[src/sv/assert_macros.svh]
// assertion macros shared by the rasterizer rtl
// no dependencies; taken in by files that carry concurrent checks
`ifndef ASSERT_MACROS_SVH
`define ASSERT_MACROS_SVH

// property checked on every edge outside reset
`define ASSERT_ON(label, clk, rst, prop) \
   label: assert property (@(posedge clk) disable iff (rst) prop) \
      else $error("rasterizer check failed");

// property checked on the first edge after reset is released
`define ASSERT_AFTER_RESET(label, clk, rst, prop) \
   label: assert property (@(posedge clk) $past(rst) && !rst |-> prop) \
      else $error("rasterizer reset check failed");

`endif

[src/sv/mcr_pkg.sv]
// shared types and constants for the midpoint circle rasterizer
// no dependencies; imported by the front end, step queue, back end and top level
package mcr_pkg;

   localparam logic MODE_START   = 1'b0;
   localparam logic MODE_ADVANCE = 1'b1;

   // decision value carries this many bits above the radius width
   localparam int DEC_GUARD_BITS = 3;

   // entries in the step queue between front and back end (power of two)
   localparam int QUEUE_DEPTH = 2;

   typedef struct packed {
      logic full;
      logic empty;
   } queue_status_type;

   // symmetric point order within one step
   typedef enum logic [7:0] {
      OCT_XP_YP = 8'b0000_0001,
      OCT_XP_YN = 8'b0000_0010,
      OCT_XN_YP = 8'b0000_0100,
      OCT_XN_YN = 8'b0000_1000,
      OCT_YP_XP = 8'b0001_0000,
      OCT_YP_XN = 8'b0010_0000,
      OCT_YN_XP = 8'b0100_0000,
      OCT_YN_XN = 8'b1000_0000
   } octant_type;

endpackage

[src/sv/mcr_step_queue.sv]
// short register queue of step records between front and back end
// depends on mcr_pkg for the queue depth and status struct
module mcr_step_queue
   import mcr_pkg::*;
#(
   parameter int WIDTH = 45
) (
   input  logic             clock,
   input  logic             reset,
   input  logic             push,
   input  logic [WIDTH-1:0] push_data,
   input  logic             pop,
   output logic [WIDTH-1:0] head_data,
   output queue_status_type status
);

   localparam int PTR_W = (QUEUE_DEPTH > 1) ? $clog2(QUEUE_DEPTH) : 1;
   localparam int CNT_W = $clog2(QUEUE_DEPTH + 1);

   logic [WIDTH-1:0] entry_ff [QUEUE_DEPTH];
   logic [PTR_W-1:0] wr_ptr_ff, wr_ptr_in;
   logic [PTR_W-1:0] rd_ptr_ff, rd_ptr_in;
   logic [CNT_W-1:0] count_ff, count_in;

   always_comb begin
      wr_ptr_in = wr_ptr_ff;
      rd_ptr_in = rd_ptr_ff;
      count_in  = count_ff;
      if (push) begin
         wr_ptr_in = wr_ptr_ff + PTR_W'(1);
      end
      if (pop) begin
         rd_ptr_in = rd_ptr_ff + PTR_W'(1);
      end
      if (push && !pop) begin
         count_in = count_ff + CNT_W'(1);
      end else if (pop && !push) begin
         count_in = count_ff - CNT_W'(1);
      end
   end

   always_ff @(posedge clock) begin
      if (reset) begin
         wr_ptr_ff <= '0;
         rd_ptr_ff <= '0;
         count_ff  <= '0;
      end else begin
         wr_ptr_ff <= wr_ptr_in;
         rd_ptr_ff <= rd_ptr_in;
         count_ff  <= count_in;
      end
   end

   always_ff @(posedge clock) begin
      if (push) begin
         entry_ff[wr_ptr_ff] <= push_data;
      end
   end

   assign head_data    = entry_ff[rd_ptr_ff];
   assign status.full  = (count_ff == CNT_W'(QUEUE_DEPTH));
   assign status.empty = (count_ff == '0);

endmodule

[src/sv/mcr_front.sv]
// front end: takes start and advance beats, runs the midpoint step, queues step records
// depends on mcr_pkg for mode codes, decision guard width and queue status
module mcr_front
   import mcr_pkg::*;
#(
   parameter int COORD_BITS  = 12,
   parameter int RADIUS_BITS = 10
) (
   input  logic                                    clock,
   input  logic                                    reset,
   input  logic                                    in_valid,
   output logic                                    in_ready,
   input  logic                                    in_mode,
   input  logic [RADIUS_BITS-1:0]                  in_radius,
   input  logic [COORD_BITS-1:0]                   in_center_x,
   input  logic [COORD_BITS-1:0]                   in_center_y,
   input  queue_status_type                        q_status,
   output logic                                    push,
   // record, low bit up: x, y, centre x, centre y, final
   output logic [2*RADIUS_BITS+2*COORD_BITS:0]     push_data
);

   localparam int DEC_W = RADIUS_BITS + DEC_GUARD_BITS;

   logic [RADIUS_BITS-1:0] x_ff, x_in;
   logic [RADIUS_BITS-1:0] y_ff, y_in;
   logic [DEC_W-1:0]       dec_ff, dec_in;
   logic [COORD_BITS-1:0]  cx_ff, cx_in;
   logic [COORD_BITS-1:0]  cy_ff, cy_in;
   logic                   active_ff, active_in;
   logic                   accept;
   logic [DEC_W-1:0]       x_dw, y_dw;

   assign in_ready = !q_status.full;
   assign accept   = in_valid && in_ready;
   assign x_dw     = DEC_W'(x_ff);
   assign y_dw     = DEC_W'(y_ff);

   always_comb begin
      x_in   = x_ff;
      y_in   = y_ff;
      dec_in = dec_ff;
      cx_in  = cx_ff;
      cy_in  = cy_ff;
      if (in_mode == MODE_START) begin
         x_in   = '0;
         y_in   = in_radius;
         dec_in = DEC_W'(1) - DEC_W'(in_radius);
         cx_in  = in_center_x;
         cy_in  = in_center_y;
      end else if (dec_ff[DEC_W-1]) begin
         // midpoint inside the circle: keep y
         dec_in = dec_ff + (x_dw << 1) + DEC_W'(3);
         x_in   = x_ff + RADIUS_BITS'(1);
      end else begin
         dec_in = dec_ff + ((x_dw - y_dw) << 1) + DEC_W'(5);
         x_in   = x_ff + RADIUS_BITS'(1);
         y_in   = y_ff - RADIUS_BITS'(1);
      end
      active_in = (y_in > x_in);
   end

   // an advance with no circle in progress is taken and dropped
   assign push      = accept && ((in_mode == MODE_START) || active_ff);
   assign push_data = {!active_in, cy_in, cx_in, y_in, x_in};

   always_ff @(posedge clock) begin
      if (reset) begin
         active_ff <= 1'b0;
      end else if (push) begin
         active_ff <= active_in;
      end
   end

   always_ff @(posedge clock) begin
      if (push) begin
         x_ff   <= x_in;
         y_ff   <= y_in;
         dec_ff <= dec_in;
         cx_ff  <= cx_in;
         cy_ff  <= cy_in;
      end
   end

endmodule

[src/sv/mcr_back.sv]
// back end: expands each queued step record into eight symmetric points
// depends on mcr_pkg for the octant sequence and queue status
module mcr_back
   import mcr_pkg::*;
#(
   parameter int COORD_BITS  = 12,
   parameter int RADIUS_BITS = 10
) (
   input  logic                                clock,
   input  logic                                reset,
   input  logic [2*RADIUS_BITS+2*COORD_BITS:0] head_data,
   input  queue_status_type                    q_status,
   output logic                                pop,
   output logic                                out_valid,
   input  logic                                out_ready,
   output logic [COORD_BITS:0]                 out_point_x,
   output logic [COORD_BITS:0]                 out_point_y,
   output logic                                out_last
);

   localparam int POINT_BITS = COORD_BITS + 1;

   logic [RADIUS_BITS-1:0] rec_x, rec_y;
   logic [COORD_BITS-1:0]  rec_cx, rec_cy;
   logic                   rec_final;

   octant_type             oct_ff, oct_in;
   logic                   swap, neg_x, neg_y;
   logic                   load;
   logic                   valid_ff;
   logic [POINT_BITS-1:0]  px_ff, px_in;
   logic [POINT_BITS-1:0]  py_ff, py_in;
   logic                   last_ff;
   logic [POINT_BITS-1:0]  cx_ext, cy_ext, dx, dy;

   assign {rec_final, rec_cy, rec_cx, rec_y, rec_x} = head_data;

   always_comb begin
      unique case (oct_ff)
         OCT_XP_YP: begin swap = 1'b0; neg_x = 1'b0; neg_y = 1'b0; oct_in = OCT_XP_YN; end
         OCT_XP_YN: begin swap = 1'b0; neg_x = 1'b0; neg_y = 1'b1; oct_in = OCT_XN_YP; end
         OCT_XN_YP: begin swap = 1'b0; neg_x = 1'b1; neg_y = 1'b0; oct_in = OCT_XN_YN; end
         OCT_XN_YN: begin swap = 1'b0; neg_x = 1'b1; neg_y = 1'b1; oct_in = OCT_YP_XP; end
         OCT_YP_XP: begin swap = 1'b1; neg_x = 1'b0; neg_y = 1'b0; oct_in = OCT_YP_XN; end
         OCT_YP_XN: begin swap = 1'b1; neg_x = 1'b0; neg_y = 1'b1; oct_in = OCT_YN_XP; end
         OCT_YN_XP: begin swap = 1'b1; neg_x = 1'b1; neg_y = 1'b0; oct_in = OCT_YN_XN; end
         OCT_YN_XN: begin swap = 1'b1; neg_x = 1'b1; neg_y = 1'b1; oct_in = OCT_XP_YP; end
         default:   begin swap = 1'b0; neg_x = 1'b0; neg_y = 1'b0; oct_in = OCT_XP_YP; end
      endcase
   end

   // centre sign-extends, offsets zero-extend; sums wrap at the point width
   assign cx_ext = POINT_BITS'(signed'(rec_cx));
   assign cy_ext = POINT_BITS'(signed'(rec_cy));
   assign dx     = swap ? POINT_BITS'(rec_y) : POINT_BITS'(rec_x);
   assign dy     = swap ? POINT_BITS'(rec_x) : POINT_BITS'(rec_y);
   assign px_in  = neg_x ? (cx_ext - dx) : (cx_ext + dx);
   assign py_in  = neg_y ? (cy_ext - dy) : (cy_ext + dy);

   assign load = !q_status.empty && (!valid_ff || out_ready);
   assign pop  = load && (oct_ff == OCT_YN_XN);

   always_ff @(posedge clock) begin
      if (reset) begin
         valid_ff <= 1'b0;
         oct_ff   <= OCT_XP_YP;
      end else if (load) begin
         valid_ff <= 1'b1;
         oct_ff   <= oct_in;
      end else if (out_ready) begin
         valid_ff <= 1'b0;
      end
   end

   always_ff @(posedge clock) begin
      if (load) begin
         px_ff   <= px_in;
         py_ff   <= py_in;
         last_ff <= rec_final && (oct_ff == OCT_YN_XN);
      end
   end

   assign out_valid   = valid_ff;
   assign out_point_x = px_ff;
   assign out_point_y = py_ff;
   assign out_last    = last_ff;

endmodule

[src/sv/midpoint_circle_rasterizer.sv]
// Midpoint circle rasterizer. A start beat (tuser 0) loads centre and radius and
// an advance beat (tuser 1) runs one midpoint step; each start, and each advance
// while a circle is in progress, yields eight symmetric points on the rsp channel,
// one per cycle while rsp_tready is held, the final point of the circle marked by
// tlast. An advance with no circle in progress is taken and yields nothing. The
// back end computes the points of one step record one at a time; a two-entry step
// queue lets the req side run up to two beats ahead of the rsp side, so a stalled
// rsp channel only backs up req once that queue fills.
// Depends on mcr_pkg, mcr_front, mcr_step_queue, mcr_back and assert_macros.svh.
`include "assert_macros.svh"

module midpoint_circle_rasterizer
   import mcr_pkg::*;
#(
   parameter int COORD_BITS  = 12,
   parameter int RADIUS_BITS = 10
) (
   input  logic                clock,
   input  logic                reset,
   input  logic                req_tvalid,
   output logic                req_tready,
   // low bit up: radius, center_x, center_y, zero pad to bytes
   input  logic [((RADIUS_BITS+2*COORD_BITS+7)/8)*8-1:0] req_tdata,
   // mode
   input  logic                req_tuser,
   output logic                rsp_tvalid,
   input  logic                rsp_tready,
   // low bit up: point_x, point_y, zero pad to bytes
   output logic [((2*COORD_BITS+2+7)/8)*8-1:0] rsp_tdata,
   output logic                rsp_tlast
);

   localparam int OUT_W = ((2 * COORD_BITS + 2 + 7) / 8) * 8;
   localparam int REC_W = 2 * RADIUS_BITS + 2 * COORD_BITS + 1;

   logic [REC_W-1:0]      push_data, head_data;
   logic                  push, pop;
   queue_status_type      q_status;
   logic [COORD_BITS:0]   point_x, point_y;

   mcr_front #(
      .COORD_BITS  (COORD_BITS),
      .RADIUS_BITS (RADIUS_BITS)
   ) u_front (
      .clock       (clock),
      .reset       (reset),
      .in_valid    (req_tvalid),
      .in_ready    (req_tready),
      .in_mode     (req_tuser),
      .in_radius   (req_tdata[RADIUS_BITS-1:0]),
      .in_center_x (req_tdata[RADIUS_BITS+COORD_BITS-1:RADIUS_BITS]),
      .in_center_y (req_tdata[RADIUS_BITS+2*COORD_BITS-1:RADIUS_BITS+COORD_BITS]),
      .q_status    (q_status),
      .push        (push),
      .push_data   (push_data)
   );

   mcr_step_queue #(
      .WIDTH (REC_W)
   ) u_queue (
      .clock     (clock),
      .reset     (reset),
      .push      (push),
      .push_data (push_data),
      .pop       (pop),
      .head_data (head_data),
      .status    (q_status)
   );

   mcr_back #(
      .COORD_BITS  (COORD_BITS),
      .RADIUS_BITS (RADIUS_BITS)
   ) u_back (
      .clock       (clock),
      .reset       (reset),
      .head_data   (head_data),
      .q_status    (q_status),
      .pop         (pop),
      .out_valid   (rsp_tvalid),
      .out_ready   (rsp_tready),
      .out_point_x (point_x),
      .out_point_y (point_y),
      .out_last    (rsp_tlast)
   );

   assign rsp_tdata = OUT_W'({point_y, point_x});

   `ASSERT_ON(a_no_push_when_full, clock, reset, push |-> !q_status.full)
   `ASSERT_ON(a_no_pop_when_empty, clock, reset, pop |-> !q_status.empty)
   `ASSERT_ON(a_queue_status_sane, clock, reset, !(q_status.full && q_status.empty))
   `ASSERT_AFTER_RESET(a_rsp_idle_after_reset, clock, reset, !rsp_tvalid)

endmodule
[config.mk]
export PLATFORM = sky130hd
export DESIGN_NAME = midpoint_circle_rasterizer
export DESIGN_NICKNAME = d
export VERILOG_FILES = /design/src/sv/mcr_pkg.sv /design/src/sv/mcr_step_queue.sv /design/src/sv/mcr_front.sv /design/src/sv/mcr_back.sv /design/src/sv/midpoint_circle_rasterizer.sv
export VERILOG_INCLUDE_DIRS = /design/src /design/src/sv
export SDC_FILE = /design/constraint.sdc
export NUM_CORES = 1
export LEC_CHECK = 0
export BUFFER_PORTS_ARGS = -buffer_cell sky130_fd_sc_hd__buf_2
export CORE_MARGIN = 1.5
export CORE_UTILIZATION = 30
export DETAILED_ROUTE_END_ITERATION = 7
export GPL_TIMING_DRIVEN = 0
export PLACE_DENSITY = 0.53
export SLEW_MARGIN = 5
export SYNTH_ARGS = -nofsm -noshare
export SYNTH_HDL_FRONTEND = slang
export SYNTH_SLANG_ARGS = --single-unit
[constraint.sdc]
create_clock -name clock -period 5.9 [get_ports clock]
set_input_delay 0.59 -clock clock [delete_from_list [all_inputs] [get_ports clock]]
set_output_delay 0.59 -clock clock [all_outputs]
set_load 0.02 [all_outputs]
==> results.md <==
* Status: finished, final reports clean
* Ratio of cells with drive above 1 in the final layout at 17.3%
* Initial antenna violation count at 0
* Clock sink total at 189
* First-pass iteration count of the detailed router at 5
* Hold path cells at 3
* Clk pwr share at 29.0%
* Crit path time final at 5130 ps
* Cells after synthesis at 1043
* Yosys cell types at 75
* Die Y-Extent at 201 µm
* Mapped cell area at 0.0118 mm²
* Clock root buffer: clkbuf_16
* Remaining Overflow, GRT at 0
* RSZ-0062 raised after global routing: no
* Row count at 72
* Total wire length at 26.9 mm
* Reg2reg setup slack at 770 ps
* Worst Setup Path Type: flip-flop to flip-flop
* Multi-input gate area at 0.00587 mm²
* Post-synth top cells: edfxtp_1, nor2_1, ha_1
* Iter 0 DRT Violations at 372
* Largest area contributor in the netlist: edfxtp_1
* Worst-Skew Late Latency at 440 ps
* Crit path max fanout at 10
* Routability-driven placement congestion ratio at 0.868
* Power Total at 4.01 mW
* Largest net degree at the start of global routing at 59
* Power per Cell Area at 298 mW/mm²
* Net Switching at 1.29 mW
* Avg Inst Size Synth at 11.3 µm²
* Ys async rst share at 0%
* Min-Delay Endpoint: u_back.out_valid$_SDFFE_PP0P_
* Fillers at 3873
* Flop pwr share at 42.2%
* Period utilisation layout at 86.9%
* Setup TNS at 0 ps
* Post-CTS Hold Buffers at 0
* Starting Density at 30.4%
* WL/cell at 16.1 µm
* Input/output buffers at 66
* Fmax at 195 MHz
* Synth area leaders: edfxtp_1, ha_1, mux2_2
* Post-CTS setup buffer count at 0
* Fin worst setup slack at 771 ps
* Worst r2r path cells at 18
* Worst endpoint data arrival time at 5320 ps
* Htree depth at 4
* EDFF count, synth at 174
* Die area at 0.0405 mm²
* DR vias/cell at 4.83
* Final Setup Violations at 0
* Post-cts sizing count at 0
* Clk_skew at 12.6 ps
* Comb pwr share at 28.9%
* CP Launch Type: flip-flop
* Post-synth top area share at 44.3%
* CTS Buf Count at 17
* Hold Vio Cnt, Final at 0
* Worst vdd ir at 190 µV
* # diodes at 0
* Post-DRT Antenna Nets at 0
* Area grow syn2layout at 14.3%
* # DRC at 0
* Total core area at 0.0387 mm²
* Final core occ at 34.8%
* Synth warnings at 0
* Number of global-route vias before repair at 8106
* Critical Path End Type: flip-flop
* Number of I/O pins at 80
* Max Slew Vio Count at 0
* Worst hold path startpoint: rsp_tready
* Aggregate global-route resource usage at 13.7%
* WP data required at 6090 ps
* Maxcap violations at 0
* Max clock buf depth at 2
* Tightest Hold Check Type: input port to flip-flop
* Ys flop type: edfxtp_1
* Post-Place Worst Slack at 719 ps
* Reg area at 0.00553 mm²
* Worst-path clk slew at 80 ps
* DR vias at 8051
* Int Pwr at 2.72 mW
* Worst rel slew slack at 25.1%
* Most numerous cell in the Yosys netlist: edfxtp_1
* Post-DP HPWL at 20.6 mm
* Layout net count at 1279
* Die width at 201 µm
* Worst Tran Pin Value at 1120 ps
* CTS tree: done
* First-pass GRT wire length at 43.4 mm
* Sw Ratio at 32.2%
* Flops & latches, synth at 189
* Register area share after synthesis at 46.9%
* Reg-to-Reg End: u_back.out_point_x[12]$_DFFE_PP_
* Lkg Pwr at 5.20 nW
[worst max-delay path by stage]
stage | startpoint | endpoint | slack [ps] | cells after the start
2_1_floorplan | flip-flop | u_back.out_point_x[12]$_DFFE_PP_ | 1640 | 18
3_3_place_gp | flip-flop | u_back.out_point_x[12]$_DFFE_PP_ | 750 | 18
3_5_place_dp | flip-flop | u_back.out_point_x[12]$_DFFE_PP_ | 720 | 18
4_1_cts | flip-flop | u_back.out_point_x[12]$_DFFE_PP_ | 720 | 18
5_1_grt | flip-flop | u_back.out_point_x[12]$_DFFE_PP_ | 370 | 18
6_report | flip-flop | u_back.out_point_x[12]$_DFFE_PP_ | 770 | 18
[layout by cell type, fill, tap and decap left out, types with 11 or more instances in the layout]
master / instances
a21oi_1: 63
dfxtp_1: 15
a21o_1: 24
clkbuf_1: 18
mux4_2: 12
nand3_1: 20
mux2_2: 47
xnor2_1: 40
nand2_1: 47
edfxtp_1: 174
nand2b_1: 13
clkbuf_16: 17
nor2b_1: 16
inv_1: 63
buf_2: 76
mux2i_1: 20
o21ai_0: 48
xor2_1: 41
ha_1: 93
o21a_1: 11
nor3_1: 19
nor2_1: 95
[power groups by stage]
stage	combinational, mW	clock, mW	sequential, mW
6_report	1.16	1.16	1.69
5_1_grt	1.32	1.25	1.70
4_1_cts	1.17	1.20	1.69
3_5_place_dp	1.16	0	1.72
3_3_place_gp	1.13	0	1.72
2_1_floorplan	0.816	0	1.76
[flip-flops by register name, indices dropped and copies added, names as in the netlist, named ones only]
signal,count
u_queue.entry_ff,90
u_back.out_point_x,13
u_back.out_point_y,13
u_front.dec_ff,13
u_front.cx_ff,12
u_front.cy_ff,12
u_front.x_ff,10
u_front.y_ff,10
u_back.oct_ff,8
u_queue.count_ff,2
u_back.out_last,1
u_back.out_valid,1
u_front.active_ff,1
u_queue.rd_ptr_ff,1
u_queue.wr_ptr_ff,1
[layout make-up]
type	instances	share of cell area (%)
tap	518	4.81
clock buffer	17	3.16
inverter	64	1.80
clock inverter	15	1.33
sequential	189	41.0
timing repair buffer	69	2.95
buffer	38	1.40
multi-input combinational	757	43.5
[through the flow]
| stage | instances | hold slack [ps] | cell area [µm²] |
|---|---|---|---|
| floorplan | 1048 | 460 | 11800 |
| global placement | 1632 | 476 | 12800 |
| detailed placement | 1635 | 485 | 12900 |
| CTS | 1667 | 441 | 13500 |
| global route | 1667 | 449 | 13500 |
| finish | 1667 | 453 | 13500 |
[metal layers]
layer	part of all wire, %	wire, µm	global-route usage (%)
met1	47	12800	18.2
met2	47	12600	22.5
met3	3.1	844	2.17
met4	2.6	709	5.28
met5	0	0	0
[logic make-up after synthesis]
family / count (synthesis) / synth area share (%)
xor gates and xnor gates: 82 / 6.16
and+or+nand+nor: 273 / 11.7
DFF: 189 / 46.9
buffers and inverters: 102 / 3.64
adders and majority gates: 98 / 10.7
muxes: 80 / 8.61
AOI/OAI and AO/OA: 218 / 12.2
other: 1 / 0.0318
[critical path: stages, from the launching register on]
cell,delay (ps)
dfxtp_1,370
buf_2,250
buf_2,330
buf_2,360
clkbuf_1,480
mux4_2,620
inv_1,80
ha_1,200
o21ai_0,240
o21ai_0,310
xor2_1,220
ha_1,310
a21o_1,190
and2_1,180
nor2_1,220
o21a_1,160
a21oi_1,60
a31oi_1,220
xor2_1,80
Note: power is estimated with default switching activity, not from simulation.
